==> config.mk <==
export PLATFORM = sky130hd
export DESIGN_NAME = smoothed_velocity_position_integrator
export DESIGN_NICKNAME = d
export VERILOG_FILES = /design/src/sv/svpi_pkg.sv /design/src/sv/svpi_dpath.sv /design/src/sv/smoothed_velocity_position_integrator.sv
export SDC_FILE = /design/constraint.sdc
export NUM_CORES = 2
export LEC_CHECK = 0
export BUFFER_PORTS_ARGS = -buffer_cell sky130_fd_sc_hd__buf_2
export CORE_MARGIN = 8
export CORE_UTILIZATION = 29
export CTS_CLUSTER_DIAMETER = 30
export DETAILED_ROUTE_END_ITERATION = 8
export PLACE_DENSITY_LB_ADDON = 0.12
export SETUP_SLACK_MARGIN = 0.05
export SYNTH_ARGS = -nofsm -noshare
export SYNTH_HDL_FRONTEND = slang
export SYNTH_HIERARCHICAL = 1
export SYNTH_SLANG_ARGS = --single-unit
==> constraint.sdc <==
create_clock -name clk -period 13.8 [get_ports clk]
set_input_delay 1.38 -clock clk [delete_from_list [all_inputs] [get_ports clk]]
set_output_delay 1.38 -clock clk [all_outputs]
set_load 0.03 [all_outputs]
==> src/sv/svpi_pkg.sv <==
// shared types, register codes and the control program of the
// smoothed velocity and position integrator; no dependencies
package svpi_pkg;

	localparam int unsigned StepW = 5;

	typedef enum logic [2:0] {
		REG_MIN_X     = 3'd0,
		REG_MAX_X     = 3'd1,
		REG_MIN_Y     = 3'd2,
		REG_MAX_Y     = 3'd3,
		REG_MIN_Z     = 3'd4,
		REG_MAX_Z     = 3'd5,
		REG_GAIN      = 3'd6,
		REG_STEP_LEN  = 3'd7
	} reg_idx_t;

	typedef enum logic [3:0] {
		OP_NOP,
		OP_START,
		OP_SMUL,
		OP_SADD,
		OP_IMUL,
		OP_IADD,
		OP_CLAMP,
		OP_HADD,
		OP_RESTART,
		OP_EMIT
	} op_t;

	typedef enum logic [1:0] {
		COND_NONE,
		COND_RESTART,
		COND_ALWAYS
	} cond_t;

	typedef enum logic {
		SEQ_IDLE,
		SEQ_RUN
	} seq_state_t;

	typedef struct packed {
		op_t              op;
		logic [1:0]       axis;
		cond_t            cond;
		logic [StepW-1:0] target;
	} ucode_t;

	typedef struct packed {
		op_t        op;
		logic [1:0] axis;
		logic       tgt_we;
	} dp_ctrl_t;

	localparam logic [1:0] AX_X   = 2'd0;
	localparam logic [1:0] AX_Y   = 2'd1;
	localparam logic [1:0] AX_Z   = 2'd2;
	localparam logic [1:0] AX_YAW = 2'd3;

	localparam logic [StepW-1:0] STEP_RESTART = 5'd20;
	localparam logic [StepW-1:0] STEP_EMIT    = 5'd21;
	localparam logic [StepW-1:0] LAST_STEP    = 5'd21;
	localparam logic [StepW-1:0] STEP_NONE    = 5'd0;

	// control store: smoothing of all four rates, then integration of all four and clamp of x, y and z
	function automatic ucode_t ucode(input logic [StepW-1:0] step);
		ucode_t w;
		w = '{op: OP_EMIT, axis: AX_X, cond: COND_NONE, target: STEP_NONE};
		case (step)
			5'd0:  w = '{OP_START,   AX_X,   COND_RESTART, STEP_RESTART};
			5'd1:  w = '{OP_SMUL,    AX_X,   COND_NONE,    STEP_NONE};
			5'd2:  w = '{OP_SADD,    AX_X,   COND_NONE,    STEP_NONE};
			5'd3:  w = '{OP_SMUL,    AX_Y,   COND_NONE,    STEP_NONE};
			5'd4:  w = '{OP_SADD,    AX_Y,   COND_NONE,    STEP_NONE};
			5'd5:  w = '{OP_SMUL,    AX_Z,   COND_NONE,    STEP_NONE};
			5'd6:  w = '{OP_SADD,    AX_Z,   COND_NONE,    STEP_NONE};
			5'd7:  w = '{OP_SMUL,    AX_YAW, COND_NONE,    STEP_NONE};
			5'd8:  w = '{OP_SADD,    AX_YAW, COND_NONE,    STEP_NONE};
			5'd9:  w = '{OP_IMUL,    AX_X,   COND_NONE,    STEP_NONE};
			5'd10: w = '{OP_IADD,    AX_X,   COND_NONE,    STEP_NONE};
			5'd11: w = '{OP_CLAMP,   AX_X,   COND_NONE,    STEP_NONE};
			5'd12: w = '{OP_IMUL,    AX_Y,   COND_NONE,    STEP_NONE};
			5'd13: w = '{OP_IADD,    AX_Y,   COND_NONE,    STEP_NONE};
			5'd14: w = '{OP_CLAMP,   AX_Y,   COND_NONE,    STEP_NONE};
			5'd15: w = '{OP_IMUL,    AX_Z,   COND_NONE,    STEP_NONE};
			5'd16: w = '{OP_IADD,    AX_Z,   COND_NONE,    STEP_NONE};
			5'd17: w = '{OP_CLAMP,   AX_Z,   COND_NONE,    STEP_NONE};
			5'd18: w = '{OP_IMUL,    AX_YAW, COND_NONE,    STEP_NONE};
			5'd19: w = '{OP_HADD,    AX_YAW, COND_ALWAYS,  STEP_EMIT};
			5'd20: w = '{OP_RESTART, AX_X,   COND_NONE,    STEP_NONE};
			5'd21: w = '{OP_EMIT,    AX_X,   COND_NONE,    STEP_NONE};
			default: w = '{OP_EMIT,  AX_X,   COND_NONE,    STEP_NONE};
		endcase
		return w;
	endfunction

endpackage

==> src/sv/svpi_dpath.sv <==
// datapath of the integrator: motion state, held targets, a smoothing and an
// integration multiplier sharing one product register; depends on svpi_pkg
module svpi_dpath (
	input  logic                  clk,
	input  logic                  arst_n,
	input  svpi_pkg::dp_ctrl_t    ctrl,
	input  logic [3:0][15:0]      tgt_in,
	input  logic [2:0][23:0]      box_min,
	input  logic [2:0][23:0]      box_max,
	input  logic [8:0]            gain,
	input  logic [16:0]           dt,
	output logic [2:0][39:0]      pos,
	output logic [2:0][23:0]      vel,
	output logic [47:0]           hdg,
	output logic [23:0]           rate
);

	logic [2:0][39:0] p_q;
	logic [2:0][23:0] v_q;
	logic [47:0]      hacc_q;
	logic [23:0]      hrate_q;
	logic [3:0][15:0] tgt_q;
	logic signed [41:0] prod_s1;
	logic signed [41:0] psum_q;

	logic signed [23:0] vsel;
	logic signed [39:0] psel;
	logic [23:0]        bmin;
	logic [23:0]        bmax;
	logic [15:0]        tsel;
	logic signed [24:0] diff;
	logic signed [9:0]  gain_s;
	logic signed [17:0] dt_s;
	logic signed [34:0] smul;
	logic signed [41:0] imul;
	logic signed [41:0] prod_sh;
	logic [23:0]        vnew;
	logic signed [41:0] psum_n;
	logic signed [41:0] lo42;
	logic signed [41:0] hi42;
	logic               lo_hit;
	logic               hi_hit;
	logic signed [41:0] lo_fix;
	logic [39:0]        pclamp;
	logic [2:0][39:0]   pmid;

	always_comb begin
		case (ctrl.axis)
			svpi_pkg::AX_X: begin
				vsel = $signed(v_q[0]);
				psel = $signed(p_q[0]);
				bmin = box_min[0];
				bmax = box_max[0];
			end
			svpi_pkg::AX_Y: begin
				vsel = $signed(v_q[1]);
				psel = $signed(p_q[1]);
				bmin = box_min[1];
				bmax = box_max[1];
			end
			svpi_pkg::AX_Z: begin
				vsel = $signed(v_q[2]);
				psel = $signed(p_q[2]);
				bmin = box_min[2];
				bmax = box_max[2];
			end
			default: begin
				vsel = $signed(hrate_q);
				psel = $signed(p_q[2]);
				bmin = box_min[2];
				bmax = box_max[2];
			end
		endcase
	end

	assign tsel = tgt_q[ctrl.axis];

	// gain of 256 and above means the target is taken at once
	assign gain_s = $signed({1'b0, (gain[8] ? 9'd256 : gain)});
	assign dt_s   = $signed({1'b0, dt});
	assign diff   = $signed({tsel[15], tsel, 8'b0}) - $signed({vsel[23], vsel});
	assign smul   = diff * gain_s;
	assign imul   = vsel * dt_s;

	assign prod_sh = prod_s1 >>> 8;
	assign vnew    = vsel + prod_sh[23:0];
	assign psum_n  = 42'(psel) + prod_sh;

	assign lo42   = $signed({{2{bmin[23]}}, bmin, 16'b0});
	assign hi42   = $signed({{2{bmax[23]}}, bmax, 16'b0});
	// min test first, then max test on what it left
	assign lo_hit = psum_q < lo42;
	assign lo_fix = lo_hit ? lo42 : psum_q;
	assign hi_hit = lo_fix > hi42;
	assign pclamp = hi_hit ? hi42[39:0] : lo_fix[39:0];

	always_comb begin
		for (int i = 0; i < 3; i++) begin
			pmid[i] = {25'($signed({box_min[i][23], box_min[i]})
				+ $signed({box_max[i][23], box_max[i]})), 15'b0};
		end
	end

	always_ff @(posedge clk or negedge arst_n) begin
		if (!arst_n) begin
			p_q     <= '0;
			v_q     <= '0;
			hacc_q  <= '0;
			hrate_q <= '0;
			tgt_q   <= '0;
		end else begin
			if (ctrl.tgt_we) begin
				tgt_q <= tgt_in;
			end
			case (ctrl.op)
				svpi_pkg::OP_SADD: begin
					if (ctrl.axis == svpi_pkg::AX_YAW) begin
						hrate_q <= vnew;
					end else begin
						v_q[ctrl.axis] <= vnew;
					end
				end
				svpi_pkg::OP_CLAMP: begin
					p_q[ctrl.axis] <= pclamp;
					if (lo_hit || hi_hit) begin
						v_q[ctrl.axis] <= '0;
					end
				end
				svpi_pkg::OP_HADD: begin
					hacc_q <= hacc_q + 48'(prod_sh);
				end
				svpi_pkg::OP_RESTART: begin
					p_q     <= pmid;
					v_q     <= '0;
					hacc_q  <= '0;
					hrate_q <= '0;
				end
				default: begin
				end
			endcase
		end
	end

	// shared multiplier result and position sum
	always_ff @(posedge clk) begin
		case (ctrl.op)
			svpi_pkg::OP_SMUL: prod_s1 <= 42'(smul);
			svpi_pkg::OP_IMUL: prod_s1 <= imul;
			svpi_pkg::OP_IADD: psum_q  <= psum_n;
			default: begin
			end
		endcase
	end

	assign pos  = p_q;
	assign vel  = v_q;
	assign hdg  = hacc_q;
	assign rate = hrate_q;

endmodule

==> src/sv/smoothed_velocity_position_integrator.sv <==
// top level of the smoothed velocity and position integrator: register
// port, microcoded sequencer and result register; uses svpi_pkg, svpi_dpath
//
// usage: every beat on the slave stream is one physics tick. s_tuser[0] set
// latches the four targets in s_tdata, s_tuser[1] set restarts the motion
// state at the box midpoint. each tick gives one result beat on the master
// stream with position, velocity, heading and yaw rate.
// a tick is run by a 22-step control program driving the smoothing and
// integration multipliers: four smoothing steps (multiply, add), then four
// integration steps (multiply, add, and a clamp for x, y and z). m_tvalid
// is set by the emit step and the sequencer goes idle; no new tick is
// taken while one is computed. the steps over the four axes set the tick length.
// the result sits in an output register; while it waits the next tick is
// taken and computed, and the program holds on its last step until the
// register frees up.
// reset clears motion state and targets and loads the register defaults
// (box 0 to 10000 mm, gain 51, step 655). registers are to be written via
// apb only while no tick is in flight; the block does not enforce this.
module smoothed_velocity_position_integrator (
	input  logic          clk,
	input  logic          arst_n,
	input  logic          s_tvalid,
	output logic          s_tready,
	// target_vx, target_vy, target_vz, target_turn_rate
	input  logic [63:0]   s_tdata,
	// new_command, restart
	input  logic [1:0]    s_tuser,
	output logic          m_tvalid,
	input  logic          m_tready,
	// pos_x, pos_y, pos_z, vel_x, vel_y, vel_z, heading, turn_rate
	output logic [167:0]  m_tdata,
	input  logic          psel,
	input  logic          penable,
	input  logic          pwrite,
	input  logic [4:0]    paddr,
	input  logic [31:0]   pwdata,
	output logic [31:0]   prdata,
	output logic          pready
);

	logic [2:0][23:0] box_min_q;
	logic [2:0][23:0] box_max_q;
	logic [8:0]       gain_q;
	logic [16:0]      step_len_q;

	svpi_pkg::seq_state_t          state_q, state_d;
	logic [svpi_pkg::StepW-1:0]    step_q, step_d;
	logic                          restart_q;
	svpi_pkg::ucode_t              word;
	svpi_pkg::dp_ctrl_t            ctrl;
	logic                          in_fire;
	logic                          emit_fire;
	logic                          jump;

	logic [167:0]     m_tdata_q;
	logic             m_tvalid_q;
	logic [2:0][39:0] pos;
	logic [2:0][23:0] vel;
	logic [47:0]      hdg;
	logic [23:0]      rate;
	logic             wr_en;
	svpi_pkg::reg_idx_t wr_idx;
	svpi_pkg::reg_idx_t rd_idx;

	// register port
	assign pready = 1'b1;
	assign wr_en  = psel && penable && pwrite && pready;
	assign wr_idx = svpi_pkg::reg_idx_t'(paddr[4:2]);
	assign rd_idx = svpi_pkg::reg_idx_t'(paddr[4:2]);

	always_ff @(posedge clk or negedge arst_n) begin
		if (!arst_n) begin
			box_min_q  <= '0;
			box_max_q  <= {3{24'd10000}};
			gain_q     <= 9'd51;
			step_len_q <= 17'd655;
		end else if (wr_en) begin
			case (wr_idx)
				svpi_pkg::REG_MIN_X:    box_min_q[0] <= pwdata[23:0];
				svpi_pkg::REG_MAX_X:    box_max_q[0] <= pwdata[23:0];
				svpi_pkg::REG_MIN_Y:    box_min_q[1] <= pwdata[23:0];
				svpi_pkg::REG_MAX_Y:    box_max_q[1] <= pwdata[23:0];
				svpi_pkg::REG_MIN_Z:    box_min_q[2] <= pwdata[23:0];
				svpi_pkg::REG_MAX_Z:    box_max_q[2] <= pwdata[23:0];
				svpi_pkg::REG_GAIN:     gain_q       <= pwdata[8:0];
				svpi_pkg::REG_STEP_LEN: step_len_q   <= pwdata[16:0];
				default: begin
				end
			endcase
		end
	end

	always_comb begin
		case (rd_idx)
			svpi_pkg::REG_MIN_X:    prdata = 32'($signed(box_min_q[0]));
			svpi_pkg::REG_MAX_X:    prdata = 32'($signed(box_max_q[0]));
			svpi_pkg::REG_MIN_Y:    prdata = 32'($signed(box_min_q[1]));
			svpi_pkg::REG_MAX_Y:    prdata = 32'($signed(box_max_q[1]));
			svpi_pkg::REG_MIN_Z:    prdata = 32'($signed(box_min_q[2]));
			svpi_pkg::REG_MAX_Z:    prdata = 32'($signed(box_max_q[2]));
			svpi_pkg::REG_GAIN:     prdata = {23'b0, gain_q};
			svpi_pkg::REG_STEP_LEN: prdata = {15'b0, step_len_q};
			default:                prdata = '0;
		endcase
	end

	// sequencer
	assign s_tready = (state_q == svpi_pkg::SEQ_IDLE);
	assign in_fire  = s_tvalid && s_tready;
	assign word     = svpi_pkg::ucode(step_q);
	assign jump     = (word.cond == svpi_pkg::COND_ALWAYS)
		|| ((word.cond == svpi_pkg::COND_RESTART) && restart_q);

	always_comb begin
		state_d   = state_q;
		step_d    = step_q;
		emit_fire = 1'b0;
		ctrl      = '{op: svpi_pkg::OP_NOP, axis: svpi_pkg::AX_X, tgt_we: 1'b0};
		case (state_q)
			svpi_pkg::SEQ_IDLE: begin
				step_d      = '0;
				ctrl.tgt_we = in_fire && s_tuser[0];
				if (in_fire) begin
					state_d = svpi_pkg::SEQ_RUN;
				end
			end
			svpi_pkg::SEQ_RUN: begin
				ctrl.axis = word.axis;
				if (word.op == svpi_pkg::OP_EMIT) begin
					// hold on the last step while the result register is full
					if (!m_tvalid_q || m_tready) begin
						emit_fire = 1'b1;
						state_d   = svpi_pkg::SEQ_IDLE;
						step_d    = '0;
					end
				end else begin
					ctrl.op = word.op;
					step_d  = jump ? word.target : step_q + 1'b1;
				end
			end
			default: begin
				state_d = svpi_pkg::SEQ_IDLE;
				step_d  = '0;
			end
		endcase
	end

	always_ff @(posedge clk or negedge arst_n) begin
		if (!arst_n) begin
			state_q <= svpi_pkg::SEQ_IDLE;
			step_q  <= '0;
		end else begin
			state_q <= state_d;
			step_q  <= step_d;
		end
	end

	always_ff @(posedge clk) begin
		if (in_fire) begin
			restart_q <= s_tuser[1];
		end
	end

	svpi_dpath u_dpath (
		.clk     (clk),
		.arst_n  (arst_n),
		.ctrl    (ctrl),
		.tgt_in  ({s_tdata[63:48], s_tdata[47:32], s_tdata[31:16], s_tdata[15:0]}),
		.box_min (box_min_q),
		.box_max (box_max_q),
		.gain    (gain_q),
		.dt      (step_len_q),
		.pos     (pos),
		.vel     (vel),
		.hdg     (hdg),
		.rate    (rate)
	);

	// result register: whole units, fraction dropped toward minus infinity
	always_ff @(posedge clk or negedge arst_n) begin
		if (!arst_n) begin
			m_tvalid_q <= 1'b0;
		end else if (emit_fire) begin
			m_tvalid_q <= 1'b1;
		end else if (m_tready) begin
			m_tvalid_q <= 1'b0;
		end
	end

	always_ff @(posedge clk) begin
		if (emit_fire) begin
			m_tdata_q <= {rate[23:8], hdg[47:16], vel[2][23:8], vel[1][23:8],
				vel[0][23:8], pos[2][39:16], pos[1][39:16], pos[0][39:16]};
		end
	end

	assign m_tvalid = m_tvalid_q;
	assign m_tdata  = m_tdata_q;

`ifndef SYNTHESIS
	a_accept_starts: assert property (@(posedge clk) disable iff (!arst_n)
		in_fire |=> (state_q == svpi_pkg::SEQ_RUN) && (step_q == '0))
		else $error("tick taken but program did not start at step zero");

	a_idle_parked: assert property (@(posedge clk) disable iff (!arst_n)
		(state_q == svpi_pkg::SEQ_IDLE) |-> (step_q == '0))
		else $error("step counter not parked while idle");

	a_step_range: assert property (@(posedge clk) disable iff (!arst_n)
		(state_q == svpi_pkg::SEQ_RUN) |-> (step_q <= svpi_pkg::LAST_STEP))
		else $error("step counter ran past the program");

	a_emit_shows: assert property (@(posedge clk) disable iff (!arst_n)
		emit_fire |=> m_tvalid)
		else $error("result emitted but output not valid");
`endif

endmodule
==> results.yml <==
sta:
  rsz0062_at_grt: "no"
  clock_skew_ns: 0.07759
  timing.final.crit_share_pct: 80.93
  fmax_mhz: 89.54
  tns_ns: 0
  tightest_slew_ns: 1.188
  setup_viol: 0
  hold_viol: 0
  max_slew_margin_pct: 20.52
  slew_viol_final: 0
  period_needed_ns: 11.17
synth:
  synth_cell_types: 112
  synthCells: 6472
  yosysSeqAreaShare_pct: 30.77
  synthArstFlopShare_pct: 67.42
  syn_area_um2: 64980
  synth-edff-count: 244
  synth_ff_type: "dfrtp_1"
  ys_warn_count: 6
  synth.avg_cell_area_um2: 10.04
  synth_nets: 7598
  synth_seq_cells: 749
global_route:
  antenna_found_initial: 26
  grt_pass1_wl_um: 346800
  grt_max_degree: 137
  grt_pass1_vias: 52350
  grt_usage_pct: 19.11
  overflow: 0
drt:
  drc: 0
  wl_um: 232600
  drt_iter0_markers: 2814
  detail_route.vias_per_cell: 5.014
  wl_per_cell_um: 23.35
  num_vias: 49940
  dr.pass1.iters: 5
  drtAntennaViolNets: 0
clock_network:
  clkTransAtPathRegs_ns: 0.04
  clk_path_buf_depth: 3
  worstSkewPairLatency_ns: 0.85
  cts.sinks: 749
  cts_hold_buf: 0
  cts_inserted_buffers: 216
  cts_resized: 0
  htreeDepth: 4
  post_cts.repair.setup_buffers: 0
  cts-root-buf: "clkbuf_16"
  cts_tree: "yes"
final_layout:
  area_delta_synth_final_pct: 19.52
  drive_above_1_share_pct: 16.69
  fin_nets: 7910
floorplan:
  die_area_um2: 239500
  num_rows: 173
  die_w_um: 489.4
  core_area_um2: 222500
  io_pins: 313
  initial_utilization_pct: 29.20
  die_h_um: 489.4
placed_design:
  io_buffers: 301
  gp_congestion: 0.8289
  dp_hpwl_um: 174300
critical_path:
  cpPeakStageDelay_ns: 0.83
  crit_required_ns: 14.29
  path_max_fanout: 23
  worstSetupPathType: "register to register"
  cp-start-kind: "register"
  cp_data_arrival_time_ns: 11.66
  slowest_stage: "xnor2_1"
  end_kind: "register"
run_status:
  outcome: "complete, no violations"
worst_hold_path:
  min-delay-path-class: "register to register"
flow_run:
  maxCapViolCount: 0
-- layout make-up --
| class | instances | area, µm² |
|---|---|---|
| clock inverters | 128 | 1792 |
| well taps | 2975 | 3722 |
| flip-flops and latches | 749 | 20000 |
| clock buffers | 282 | 5986 |
| inverters | 773 | 2902 |
| fillers | 22790 | 144900 |
| multi-input cells | 4648 | 40950 |
| diodes | 10 | 25.02 |
| repair buffers | 396 | 2292 |
-- critical path, delay by kind of cell (launching register included) --
kind	cells	cell delay (ns)
buffers and inverters	7	1.19
AND/OR/NAND/NOR	4	0.71
flip-flops	1	0.49
XOR/XNOR	1	0.83
multiplexers	2	0.82
AO/OA/AOI/OAI	15	3.22
adder cells (fa/ha/maj)	8	3.50
-- cells by family (layout without fill, tap and decap cells) --
logic type               Yosys count  after routing  share of synthesized area, %
adder cells (fa/ha/maj)         1016           1016                         26.37
other                              1             11                      0.005771
AO/OA/AOI/OAI                   1220           1220                         12.48
multiplexers                     418            418                         7.831
flip-flops                       749            749                         30.77
buffers and inverters           1075           1579                         6.439
AND/OR/NAND/NOR                 1763           1763                         12.98
XOR/XNOR                         230            230                         3.123
-- placed cells by master, fill, tap and decap left out, types with 23 or more instances in the layout --
cell / n
a221oi_1: 23
or3_1: 23
and3_1: 27
a31oi_1: 27
mux2i_1: 138
bufinv_16: 31
and2_1: 209
a211oi_1: 34
a22o_1: 71
fa_1: 589
clkinv_2: 41
xor2_1: 96
clkbuf_8: 29
buf_2: 300
a22oi_1: 42
a21oi_1: 300
nand3_1: 240
clkbuf_1: 35
nor3_1: 49
clkbuf_16: 218
dfstp_2: 25
nand2b_1: 54
a21o_1: 124
inv_1: 771
ha_1: 427
o21bai_1: 30
buf_4: 90
nand4_1: 26
edfxtp_1: 244
mux2_2: 215
xnor2_1: 132
dfrtp_1: 478
nand2_1: 655
o21ai_0: 277
nor2_1: 308
nor2b_1: 61
o21a_1: 45
mux4_2: 42
-- metrics by stage --
step	hold WS [ns]	worst slack (ns)	std cells	area, µm²	utilization [%]
floorplan	0.4334	3.398	6472	64980	-
global placement	0.4561	2.646	9541	69860	31.40
detailed placement	0.4540	2.625	9541	69860	31.40
CTS	0.4572	2.519	9951	77640	34.89
global route	0.4735	1.932	9953	77650	34.89
finish	0.4553	2.632	9961	77670	34.90
-- synth_stat cells (all sizes together) (18+ instances only) --
master | n | area share (%)
nand2 | 655 | 3.8
nand2b | 54 | 0.52
o31ai | 21 | 0.24
o211ai | 20 | 0.24
a211oi | 35 | 0.41
a22o | 71 | 0.96
nor2 | 319 | 1.9
o2bb2ai | 18 | 0.24
a22oi | 42 | 0.49
and3 | 27 | 0.26
mux2 | 237 | 4.2
dfrtp | 480 | 18
o21ai | 290 | 2.3
edfxtp | 244 | 11
nand4 | 26 | 0.25
a221oi | 23 | 0.31
mux4 | 42 | 1.5
xor2 | 96 | 1.3
inv | 772 | 4.5
a21oi | 304 | 2.4
xnor2 | 134 | 1.8
buf | 96 | 0.78
dfstp | 25 | 1.0
or3 | 23 | 0.22
nor2b | 64 | 0.62
ha | 427 | 8.2
o21bai | 30 | 0.35
nor3 | 57 | 0.49
o21a | 47 | 0.54
a31oi | 29 | 0.29
a21o | 124 | 1.4
and2 | 211 | 2.0
mux2i | 139 | 2.1
or3b | 21 | 0.28
clkbuf | 206 | 1.2
nand3 | 242 | 1.9
fa | 589 | 18
-- per-layer routing --
layer	share of wire, %	global-route usage, %	up-vias	routed length (µm)
met1	45	25.83	25550	105300
met5	0.029	0	-	68
met3	4.7	2.996	304	10870
met4	2.8	5.591	10	6511
li1	-	-	22840	-
met2	47	31.70	1232	109800
-- state kept, by name, summed over array words and instances, names as in the netlist --
name,count
step_len_q,17
box_max_q,72
u_dpath/prod_s1,34
restart_q,1
box_min_q,72
u_dpath/pos,120
u_dpath/vel,72
step_q,5
state_q,1
m_tdata,168
gain_q,9
m_tvalid,1
u_dpath/hdg,48
u_dpath/psum_q,41
u_dpath/tgt_q,64
u_dpath/rate,24
-- path summary, 6_finish.rpt --
kind / slack, ns / cells after the start / to / startpoint
max: 2.63 / 37 / u_dpath/prod_s1[33] / step_q[0]
min: 0.46 / 0 / m_tdata[104] / u_dpath/vel[56]
max reg2reg: 2.63 / 37 / u_dpath/prod_s1[33] / step_q[0]
min reg2reg: 0.46 / 0 / m_tdata[104] / u_dpath/vel[56]
max in group asynchronous: 10.29 / 4 / u_dpath/tgt_q[39] / arst_n
min in group asynchronous: 0.50 / 1 / box_min_q[46] / arst_n
Power is left out: the tool's default activity adds up to more than one toggle a clock period on the data nets, which glitch-free logic cannot reach.
